File: src/rtl/core/fcfs_pkg.sv
// Shared types, codes and defaults for the first-come-first-served scheduler.
package fcfs_pkg;

    localparam int READY_DEPTH_DEF = 16;
    localparam int WAIT_DEPTH_DEF  = 16;

    typedef enum logic [2:0] {
        CMD_ADD_TICK = 3'd0,
        CMD_TICK     = 3'd1,
        CMD_WAIT     = 3'd2,
        CMD_EVENT    = 3'd3,
        CMD_SHOW     = 3'd4,
        CMD_ADD      = 3'd5
    } cmd_t;

    typedef enum logic [2:0] {
        STS_OK          = 3'd0,
        STS_READY_FULL  = 3'd1,
        STS_WAIT_FULL   = 3'd2,
        STS_NOT_RUNNING = 3'd3,
        STS_NOT_WAITING = 3'd4
    } status_t;

    typedef enum logic [2:0] {
        ST_IDLE,
        ST_CMD,
        ST_SCAN,
        ST_READ,
        ST_TICK,
        ST_DONE
    } state_t;

    // One scheduler entry: priority, remaining burst and task id.
    typedef struct packed {
        logic [7:0]  prio;
        logic [15:0] left;
        logic [7:0]  id;
    } entry_t;

    typedef struct packed {
        logic [2:0]  command;
        logic [7:0]  task_id;
        logic [15:0] burst;
        logic [7:0]  priority_req;
    } req_t;

    typedef struct packed {
        logic        running_valid;
        logic [7:0]  running_id;
        logic [15:0] running_left;
        logic        finished_valid;
        logic [7:0]  finished_id;
        logic [2:0]  status;
    } rsp_t;

    // Controls of one cell in the waiting chain.
    typedef struct packed {
        logic shift;
        logic load;
    } cell_ctrl_t;

    // Controls of the ready queue.
    typedef struct packed {
        logic push;
        logic pop;
        logic rd_en;
    } fifo_ctrl_t;

endpackage

File: src/rtl/core/fcfs_wait_cell.sv
// One cell of the waiting chain: holds an entry, loads a new one or takes its neighbour's.
module fcfs_wait_cell import fcfs_pkg::*; (
    input  logic       clk,
    input  cell_ctrl_t ctrl,
    input  entry_t     load_entry,
    input  entry_t     right_entry,
    output entry_t     entry
);

    entry_t entry_reg;
    entry_t entry_next;

    always_comb
    begin
        entry_next = entry_reg;
        if (ctrl.load)
        begin
            entry_next = load_entry;
        end
        else if (ctrl.shift)
        begin
            entry_next = right_entry;
        end
    end

    always_ff @(posedge clk)
    begin
        entry_reg <= entry_next;
    end

    assign entry = entry_reg;

endmodule

File: config.mk
export PLATFORM = sky130hd
export DESIGN_NAME = fcfs_wait_cell
export DESIGN_NICKNAME = d
export VERILOG_FILES = /design/src/rtl/core/fcfs_pkg.sv /design/src/rtl/core/fcfs_wait_cell.sv
export SDC_FILE = /design/constraint.sdc
export NUM_CORES = 1
export LEC_CHECK = 0
export BUFFER_PORTS_ARGS = -buffer_cell sky130_fd_sc_hd__buf_2
export CORE_UTILIZATION = 37
export CTS_CLUSTER_DIAMETER = 200
export DETAILED_ROUTE_END_ITERATION = 10
export PLACE_DENSITY = 0.73
export SKIP_CTS_REPAIR_TIMING = 1
export SYNTH_ARGS = -nofsm -noshare
export SYNTH_HDL_FRONTEND = slang
export SYNTH_SLANG_ARGS = --single-unit
File: constraint.sdc
create_clock -name clk -period 1.5 [get_ports clk]
set_clock_uncertainty 0.1 [all_clocks]
set_input_delay 0.15 -clock clk [delete_from_list [all_inputs] [get_ports clk]]
set_output_delay 0.15 -clock clk [all_outputs]
set_load 0.005 [all_outputs]
==> results.txt <==
status - finished clean
Post-Synthesis Net Count - 136
cell leakage power - 1.03 nW
crit-path max FO - 1
cell type with the largest total area after synthesis - edfxtp_1
vias in the first global route - 1065
count of endpoints failing hold in the final timing report - 0
CTS Buffer Depth - 2
CP Data Required Time - 1.25 ns
leading cell types by total area after synthesis - edfxtp_1 (64%), mux2_4 (29%), buf_12 (4.0%)
initial antenna violation count - 0
synthesized cell area - 0.00151 mm2
post-layout min period - 1.05 ns
maximum capacitance violations - 0
post-route cell area - 0.00213 mm2
DR vias - 998
category of the critical setup timing path - reg -> out
power density relative to cell area - 982 mW/mm2
#FFs+latches synth - 32
max incr delay on CP - 0.38 ns
RSZ-0062 raised after global routing - no
Initial DRC Count - 16
cell count after synthesis - 69
multiplexer share of the synthesized area - 31.1%
total power consumption of the routed design - 0.00209 W
slack of the critical path - 0.455 ns
post-synthesis sequential area ratio - 63.7%
number of detailed-route iterations in the first pass - 4
clock buffers created by TritonCTS - 5
arrival time of the worst setup path - 0.80 ns
final max-slew violation count - 0
total die area - 0.00433 mm2
CTS sink count - 32
Vias/cell - 4.48
worst rel slew slack - 87.9%
final routed wirelength across all metal layers - 3.08 mm
area fraction in compound gates after synthesis - 0%
cell chosen for the clock root - clkbuf_8
YS warnings - 0
adder-cell area share of the yosys netlist - 0%
std cell rows - 22
ant diodes - 0
most common library cells after synthesis - edfxtp_1 (32), mux2_4 (29), buf_12 (3), mux2_2 (3)
combinational family with the most area after synthesis - multiplexers
layout-stage area growth over the synthesis result - 41.0%
aggregate global-route resource usage - 15.3%
cell class contributing the biggest share of worst-path delay - flip-flops
Wirelength per Cell - 13.8 um
endpoints failing setup - 0
Worst Tran Pin Value - 0.182 ns
Final nets - 241
post-detailed-placement half-perimeter wirelength - 2.54 mm
clock tree from TritonCTS - yes
num ports - 99
area share of xor/xnor cells in the synthesized design - 0%
post-synthesis area per instance - 21.9 um2
kind of path behind the tightest hold check - in -> reg
number of flip-flops under the largest register name - 32
H-tree level count - 2
first-pass GRT wire length - 4.57 mm
Placer Congestion - 0.797
Worst Setup Start Kind - flip-flop
initial core utilization - 40.0%
number of enable flip-flop cells after synthesis - 32
floorplan die width - 65.8 um
Peak Freq - 0.957 GHz
pin count of the biggest net entering global routing - 22
cell with the most instances after synthesis - edfxtp_1
Main synth FF type - edfxtp_1
basic-gate share of the synthesized area counting and, or, nand and nor cells - 0.415%
total placed instance area - 0.00204 mm2
DRC errors left - 0
Post-Place Worst Slack - 0.270 ns
WP buf/inv - 1
worst ir drop on vdd - 490 uV
total core area - 0.00377 mm2
Sum Neg Setup Slack - 0 ns
share of flip-flops with an asynchronous set or reset - 0%
share of the synthesized area in the top cell type - 63.7%
IO buf count - 98
Remaining Overflow, GRT - 0
ANT nets after route - 0
slowest library cell on the worst path - edfxtp_1
cell breakdown of the critical path - buf_2
library cells used by synthesis - 6
clock slew seen by the registers of the worst setup and hold paths - 0.06 ns
part of the cycle the worst path needs - 69.7%
element type at the critical path end - output pin
share of post-route cells with drive strength above 1 - 80.6%
y dimension of the die - 65.8 um
layout by cell type (no fill, tap or decap):
cell type	instances
or2_2	1
mux2_4	29
buf_12	2
edfxtp_1	32
clkbuf_1	1
mux2_2	3
buf_4	2
clkbuf_8	5
buf_2	98
clkinvlp_4	1
clkinv_1	1
power by group:
group          total [W]  internal, W  leakage, nW  switching (W)
combinational   0.000365     0.000231        0.667       0.000134
sequential       0.00112      0.00110        0.326      0.0000232
clock           0.000601     0.000321       0.0388       0.000281
area by class of cell:
cell class              count  area (um2)
clock buffers               6        72.6
fillers                   316        1650
well taps                  48        60.1
multi-input cells          33         475
flip-flops and latches     32         961
clock inverters             2        11.3
repair buffers            102         546
worst paths after layout:
path | startpoint | to | slack, ns | depth (start not counted)
max | entry[25] | entry[25] | 0.45 | 1
min | load_entry[27] | entry[27] | 0.07 | 2
per-stage QoR:
step | hold slack (ns) | util [%] | instances
floorplan | 0.267 | - | 69
global placement | 0.350 | 54.1 | 215
detailed placement | 0.355 | 54.1 | 215
CTS | 0.0654 | 56.4 | 223
global route | 0.0636 | 56.4 | 223
finish | 0.0737 | 56.4 | 223
metal layers:
metal	up-vias	wire length, um	track usage (%)
li1	476	-	-
met1	455	1040	14.4
met2	58	1650	26.7
met3	9	286	5.34
met4	0	104	12.0
met5	-	0	0
logic make-up (layout without fill, tap and decap cells):
family	after synthesis	count (layout)
multiplexers	32	32
flip-flops	32	32
buffers and inverters	4	110
AND/OR/NAND/NOR	1	1
Note: power is estimated with default switching activity, not from simulation.
