### src/rtl/core/fcfs_pkg.sv
// Shared types, codes and defaults for the first-come-first-served scheduler.
package fcfs_pkg;

    localparam int READY_DEPTH_DEF = 16;
    localparam int WAIT_DEPTH_DEF  = 16;

    typedef enum logic [2:0] {
        CMD_ADD_TICK = 3'd0,
        CMD_TICK     = 3'd1,
        CMD_WAIT     = 3'd2,
        CMD_EVENT    = 3'd3,
        CMD_SHOW     = 3'd4,
        CMD_ADD      = 3'd5
    } cmd_t;

    typedef enum logic [2:0] {
        STS_OK          = 3'd0,
        STS_READY_FULL  = 3'd1,
        STS_WAIT_FULL   = 3'd2,
        STS_NOT_RUNNING = 3'd3,
        STS_NOT_WAITING = 3'd4
    } status_t;

    typedef enum logic [2:0] {
        ST_IDLE,
        ST_CMD,
        ST_SCAN,
        ST_READ,
        ST_TICK,
        ST_DONE
    } state_t;

    // One scheduler entry: priority, remaining burst and task id.
    typedef struct packed {
        logic [7:0]  prio;
        logic [15:0] left;
        logic [7:0]  id;
    } entry_t;

    typedef struct packed {
        logic [2:0]  command;
        logic [7:0]  task_id;
        logic [15:0] burst;
        logic [7:0]  priority_req;
    } req_t;

    typedef struct packed {
        logic        running_valid;
        logic [7:0]  running_id;
        logic [15:0] running_left;
        logic        finished_valid;
        logic [7:0]  finished_id;
        logic [2:0]  status;
    } rsp_t;

    // Controls of one cell in the waiting chain.
    typedef struct packed {
        logic shift;
        logic load;
    } cell_ctrl_t;

    // Controls of the ready queue.
    typedef struct packed {
        logic push;
        logic pop;
        logic rd_en;
    } fifo_ctrl_t;

endpackage

### src/rtl/core/fcfs_ready_fifo.sv
// Ready queue: circular buffer in a memory with head, tail and fill count.
module fcfs_ready_fifo import fcfs_pkg::*; #(
    parameter int DEPTH = READY_DEPTH_DEF
) (
    input  logic       clk,
    input  logic       rst_n,
    input  fifo_ctrl_t ctrl,
    input  entry_t     push_entry,
    output entry_t     rd_entry,
    output logic       full,
    output logic       empty
);

    localparam int PW = $clog2(DEPTH);
    localparam int CW = $clog2(DEPTH + 1);

    entry_t mem [DEPTH];
    entry_t rd_reg;

    logic [PW-1:0] head_reg, head_next;
    logic [PW-1:0] tail_reg, tail_next;
    logic [CW-1:0] count_reg, count_next;

    always_comb
    begin
        head_next  = head_reg;
        tail_next  = tail_reg;
        count_next = count_reg;
        if (ctrl.push)
        begin
            tail_next = (tail_reg == PW'(DEPTH - 1)) ? '0 : tail_reg + PW'(1);
        end
        if (ctrl.pop)
        begin
            head_next = (head_reg == PW'(DEPTH - 1)) ? '0 : head_reg + PW'(1);
        end
        if (ctrl.push && !ctrl.pop)
        begin
            count_next = count_reg + CW'(1);
        end
        else if (ctrl.pop && !ctrl.push)
        begin
            count_next = count_reg - CW'(1);
        end
    end

    always_ff @(posedge clk or negedge rst_n)
    begin
        if (!rst_n)
        begin
            head_reg  <= '0;
            tail_reg  <= '0;
            count_reg <= '0;
        end
        else
        begin
            head_reg  <= head_next;
            tail_reg  <= tail_next;
            count_reg <= count_next;
        end
    end

    always_ff @(posedge clk)
    begin
        if (ctrl.push)
        begin
            mem[tail_reg] <= push_entry;
        end
        if (ctrl.rd_en)
        begin
            rd_reg <= mem[head_reg];
        end
    end

    assign rd_entry = rd_reg;
    assign full     = (count_reg == CW'(DEPTH));
    assign empty    = (count_reg == '0);

    a_no_push_full: assert property (@(posedge clk) disable iff (!rst_n)
        ctrl.push |-> !full)
        else $error("push into a full ready queue");

    a_no_pop_empty: assert property (@(posedge clk) disable iff (!rst_n)
        ctrl.pop |-> !empty)
        else $error("pop from an empty ready queue");

endmodule

### config.mk
export PLATFORM = sky130hd
export DESIGN_NAME = fcfs_ready_fifo
export DESIGN_NICKNAME = d
export VERILOG_FILES = /design/src/rtl/core/fcfs_pkg.sv /design/src/rtl/core/fcfs_ready_fifo.sv
export SDC_FILE = /design/constraint.sdc
export NUM_CORES = 1
export LEC_CHECK = 0
export ABC_AREA = 1
export BUFFER_PORTS_ARGS = -buffer_cell sky130_fd_sc_hd__buf_4
export CAP_MARGIN = 10
export CORE_MARGIN = 10
export CORE_UTILIZATION = 49
export CTS_CLUSTER_DIAMETER = 120
export DETAILED_ROUTE_END_ITERATION = 10
export PLACE_DENSITY = 0.71
export SYNTH_ARGS = -nofsm -noshare
export SYNTH_HDL_FRONTEND = slang
export SYNTH_SLANG_ARGS = --single-unit
### constraint.sdc
create_clock -name clk -period 6.2 [get_ports clk]
set_clock_uncertainty 0.15 [all_clocks]
set_input_delay 0 -clock clk [delete_from_list [all_inputs] [get_ports clk]]
set_output_delay 0 -clock clk [all_outputs]
set_load 0.005 [all_outputs]
==> impl_metrics.tcl, run 1 <==
set metrics [dict create \
    path_class "flip-flop to flip-flop" \
    wl_per_cell_um 17.73 \
    cp.depth 7 \
    ctsHtreeMaxLevel 2 \
    ant_nets 0 \
    largest_register_ffs 512 \
    hold_buffers 37 \
    track_usage 0.1850 \
    stdcell_area_sq_um 27580 \
    syn_avg_cell_area_sq_um 10.34 \
    layout_commonest_cell "nand2_1" \
    yosysUniqueCellTypes 26 \
    drt_iter0_drc 1679 \
    antenna_found_initial 3 \
    min_period_ns 3.953 \
    maxCapViolations 0 \
    yosys_warnings 0 \
    design.die.area_sq_um 58610 \
    fill_cells 3980 \
    vias_per_cell 5.018 \
    die_w_um 242.1 \
    num_vias 15740 \
    worstSkewPairLatency_ns 0.62 \
    worstPathCellList "buf_4 -> buf_4 -> nand2_1 -> nand3_1 -> nand3_1 -> nand3_1 -> nand2_1" \
    rsz0062_at_grt "no" \
    cts.sinks 557 \
    numCtsBuffers 56 \
    initial_core_util 0.4948 \
    routabilityCongestion 0.7775 \
    first_pass_iters 5 \
    r2r_start "head_reg[0]" \
    area_growth_syn_to_layout_pct 14.13 \
    synth_seq_cells 557 \
    tightest_slew_ns 1.205 \
    cp_top_family "buffers and inverters" \
    cp_common_cell "nand3_1" \
    min_period_over_period 0.6377 \
    fin_tns_setup_ns 0 \
    wl_um 55590 \
    rrSetupSlack_ns 2.25 \
    min_from "ctrl[1]" \
    min_path_type "input port to flip-flop" \
    dp_hpwl_um 28160 \
    vdd_ir_drop_max_v 0.0002943 \
    grt_pass1_wl_um 85630 \
    slowest_stage "buf_4" \
    ios 71 \
    drive_gt1_frac 0.08462 \
    clk_path_buf_depth 3 \
    layout_common_cells "nand2_1, edfxtp_1, inv_1, nand3_1, buf_4" \
    rr_worst_depth 7 \
    max_freq_ghz 0.2529 \
    ctsResizeCount 0 \
    drc 0 \
    grt_pass1_vias 15230 \
    fin_nets 2471 \
    r2r-end "rd_entry[25]" \
    cp_max_fo 104 \
    cts_tree "yes" \
    die_h_um 242.1 \
    grt_max_degree 153 \
    synth_cells 2338 \
    seq_area_frac_synth 0.6893 \
    synth_nets 2385 \
    final_cells 3136 \
    rows 81 \
    hold_violations 0 \
    setup_ws_ns 2.247 \
    critPathMaxStageDelay_ns 0.99 \
    end_kind "flip-flop" \
    portBuffers 70 \
    setup_viol 0 \
    dpl.cell_count 2993 \
    synth_area_sq_um 24170 \
    critPathLaunch "head_reg[0]" \
    worstSetupEndpoint "rd_entry[25]" \
    place_ws_ns 2.402 \
    dpl-instance-area_sq_um 25190 \
    slew_viol_final 0 \
    slew_headroom 0.1965 \
    worstSetupStartpointType "flip-flop" \
    cts_root_buf "clkbuf_16" \
    postCtsSetupRepairBufs 0 \
    arrival_ns 4.15 \
    power.density_nw_per_um2 413.7 \
    critPathBufInv 2 \
    required_ns 6.40 \
    hold_slack_ns 0.03847 \
    clk_pin_slew_worst_paths_ns 0.06 \
    p_leak_nw 12.15 \
    coreArea_sq_um 48850 \
    outcome "completed" \
    overflow 0 \
]
-- layout make-up --
type / count / area [sq um] / share of cell area
Sequential cell: 557 / 16670 / 0.6043
Inverter: 500 / 1884 / 0.06831
Timing Repair Buffer: 130 / 1081 / 0.03919
Tap cell: 664 / 830.8 / 0.03012
Multi-Input combinational cell: 1179 / 5099 / 0.1848
Clock inverter: 37 / 479.2 / 0.01737
Clock buffer: 67 / 1535 / 0.05566
Antenna cell: 2 / 5.005 / 0.0001814
-- per-layer routing --
metal  routed length (um)  global-route usage
met1                22450              0.2347
met2                27540              0.3151
met3                 4213             0.03560
met4                 1379             0.05863
met5                    7                   0
-- cell families after synthesis --
| kind of cell | share of synthesized area |
|---|---|
| compound gates | 0.001915 |
| xor+xnor | 0.0007249 |
| fa+ha+maj | 0.005488 |
| buf+inv | 0.1050 |
| flops | 0.6893 |
| simple gates | 0.1975 |
-- cell usage after synthesis --
master    instances  area share
nand2_1         801        0.12
buf_1             6     0.00093
buf_8             1     0.00062
edfxtp_1        544        0.68
nor2_1           22      0.0034
inv_1           497       0.077
nor3_2            1     0.00041
inv_2             2     0.00031
buf_6            21      0.0098
fa_1              1     0.00083
or2_2             1     0.00026
a21oi_1           1     0.00021
clkbuf_1          9      0.0014
o21ai_1           1     0.00021
nand2b_1          1     0.00026
inv_4             1     0.00026
buf_2            55       0.011
buf_4            10      0.0031
xor2_1            1     0.00036
xnor2_1           1     0.00036
nand3_1         331       0.069
ha_1              9      0.0047
nand4_1           1     0.00026
dfrtp_1          13       0.013
o22ai_1           1     0.00026
o21ai_0           6      0.0012
-- where the power goes --
part	total [mW]	leakage [nW]	switching, mW	internal [mW]
Combinational	2.81	6.06	1.91	0.901
Clock	3.64	0.992	1.42	2.22
Sequential	4.96	5.09	0.335	4.62
-- worst register-to-register path: stages, from the launching register on --
cell	delay (ns)
dfrtp_4	0.83
buf_4	0.93
buf_4	1.09
nand2_1	0.26
nand3_1	0.14
nand3_1	0.10
nand3_1	0.15
nand2_1	0.06
-- worst min-delay path by stage --
stage | endpoint | slack, ns | cells after the start
floorplan | count_reg[0] | -0.45 | 0
global placement | count_reg[4] | -0.29 | 1
detailed placement | count_reg[4] | -0.29 | 1
CTS | head_reg[1] | 0.01 | 3
global route | mem[14][2] | 0.08 | 2
finish | head_reg[1] | 0.04 | 3
-- stage by stage --
step,utilization,total power [mW]
after global routing,0.5647,11.98
after floorplan,-,6.829
after detailed placement,0.5158,7.811
final,0.5647,11.41
after CTS,0.5646,11.48
after global placement,0.5158,7.721
No activity file was read; power rests on OpenSTA's default activity.
==> run 2, diff against run 1 <==
PLACE_DENSITY = 0.74   (was 0.71)
clock period = 3.6 ns   (was 6.2 ns; I/O delays follow)
==> run 2 against run 1 <==
  * Clock power grew 53%
  * Sequential power grew 67%
  * Combinational power grew 86%
  * Core utilization shrank 0.25 points
  * Register-to-register slack lost 1.1 ns
  * Sequential share of layout area grew 0.27 points
  * Critical path depth shrank 2
  * Maximum frequency grew 63%
  * Sequential cell count is the same
  * Die area is the same
  * Routed wire length grew 1.2%
==> impl_metrics.tcl, run 2 (synthesis results as in run 1) <==
set metrics [dict create \
    outcome "completed" \
    worstSetupEndpoint "mem[10][5]" \
    rrSetupSlack_ns 1.17 \
    power_mw 19.08 \
    die_h_um 242.1 \
    internal_power_mw 12.82 \
    end_kind "flip-flop" \
    drive_gt1_frac 0.08202 \
    r2r-end "mem[10][5]" \
    rows 81 \
    design.die.area_sq_um 58610 \
    fin_tns_setup_ns 0 \
    first_pass_iters 8 \
    ctsResizeCount 0 \
    layout_commonest_cell "nand2_1" \
    critPathLaunch "tail_reg[0]" \
    wl_per_cell_um 17.92 \
    ctsHtreeMaxLevel 2 \
    layout_common_cells "nand2_1, edfxtp_1, inv_1, nand3_1, buf_4" \
    setup_ws_ns 1.175 \
    tightest_slew_ns 1.120 \
    die_w_um 242.1 \
    vdd_ir_drop_max_v 0.0005170 \
    p_switching_mw 6.254 \
    drt_iter0_drc 1450 \
    drc 0 \
    vias_per_cell 5.086 \
    slew_viol_final 0 \
    worstPathCellList "inv_1 -> ha_1 -> nand2_1 -> nor2_4 -> buf_4" \
    dpl.cell_count 3004 \
    initial_core_util 0.4948 \
    worstSetupStartpointType "flip-flop" \
    setup_viol 0 \
    cts_tree "yes" \
    slowest_stage "nor2_4" \
    p_clk_frac 0.292 \
    track_usage 0.1899 \
    pwr-share-seq 0.434 \
    largest_register_ffs 512 \
    fill_cells 3974 \
    portBuffers 70 \
    ant_nets 0 \
    path_class "flip-flop to flip-flop" \
    final_cells 3140 \
    area_growth_syn_to_layout_pct 13.62 \
    coreArea_sq_um 48850 \
    clk_pin_slew_worst_paths_ns 0.06 \
    slew_headroom 0.2518 \
    cp_max_fo 20 \
    antenna_found_initial 1 \
    rsz0062_at_grt "no" \
    dp_hpwl_um 31530 \
    arrival_ns 2.56 \
    numCtsBuffers 54 \
    min_period_ns 2.425 \
    min_period_over_period 0.6737 \
    power.density_nw_per_um2 694.7 \
    power.share.combinational 0.274 \
    cts_root_buf "clkbuf_16" \
    routabilityCongestion 0.8113 \
    num_vias 15970 \
    max_freq_ghz 0.4123 \
    p_leak_nw 12.09 \
    overflow 0 \
    grt_max_degree 187 \
    r2r_start "tail_reg[0]" \
    critPathMaxStageDelay_ns 0.65 \
    clk_path_buf_depth 3 \
    maxCapViolations 0 \
    worstSkewPairLatency_ns 0.62 \
    grt_pass1_wl_um 88690 \
    fin_nets 2480 \
    cts.sinks 557 \
    p_sw_frac 0.3278 \
    min_path_type "input port to flip-flop" \
    required_ns 3.74 \
    ios 71 \
    grt_pass1_vias 16150 \
    place_ws_ns 1.184 \
    hold_violations 0 \
    wl_um 56280 \
    rr_worst_depth 5 \
]
-- run 2: worst min-delay path by stage --
stage | from | endpoint | slack (ns) | cells past startpoint
after floorplan | rst_n | count_reg[0] | -0.45 | 0
after detailed placement | rst_n | count_reg[4] | -0.29 | 1
after global routing | ctrl[1] | head_reg[0] | 0.06 | 3
after global placement | rst_n | count_reg[4] | -0.29 | 1
after CTS | ctrl[1] | head_reg[0] | 0.01 | 3
final | ctrl[1] | head_reg[0] | 0.04 | 3
-- run 2: worst max-delay path, delay by kind of cell (launching register included) --
family | cells | cell delay [ns]
and+or+nand+nor | 2 | 0.88
buffers and inverters | 2 | 0.51
DFF | 1 | 0.42
adders and majority gates | 1 | 0.16
-- run 2: per-layer routing --
| metal | track usage | part of all wire | vias to the layer above |
|---|---|---|---|
| met1 | 0.2394 | 0.39 | 7587 |
| met5 | 0 | 0 | - |
| li1 | - | - | 7581 |
| met2 | 0.3251 | 0.50 | 686 |
| met4 | 0.07657 | 0.030 | 0 |
| met3 | 0.02668 | 0.080 | 116 |
-- run 2: power by group through the flow --
stage                     logic (mW)  registers (mW)  clock network (mW)
final                           5.22            8.28                5.58
after global routing            5.81            8.33                5.90
after CTS                       5.23            8.28                5.65
after detailed placement        5.15            8.41                   0
after global placement          5.03            8.39                   0
after floorplan                 3.45            8.31                   0
-- run 2: through the flow --
stage          area [sq um]  hold WS (ns)  utilization
2_1_floorplan         24170       -0.4456            -
4_1_cts               27460      0.009763       0.5621
3_5_place_dp          25350       -0.2865       0.5190
6_report              27460       0.04259       0.5622
5_1_grt               27460       0.05843       0.5622
3_3_place_gp          25350       -0.2947       0.5190
-- run 2: timing repair --
| action | in CTS | in global routing |
|---|---|---|
| hold buffers | 37 | 0 |
| endpoints found under the hold margin | 577 | 0 |
| setup buffers | 0 | 0 |
| setup endpoints to repair | 0 | 0 |
-- run 2: final cells by class --
cell class                 instances  area, sq um  share of cell area
inverter                         500         1884             0.06862
timing repair buffer             141         1239             0.04511
antenna                            1        2.502          0.00009112
sequential                       557        16670              0.6070
multi-input combinational       1179         5099              0.1857
tap                              664        830.8             0.03025
clock inverter                    33        322.8             0.01176
clock buffer                      65         1414             0.05149
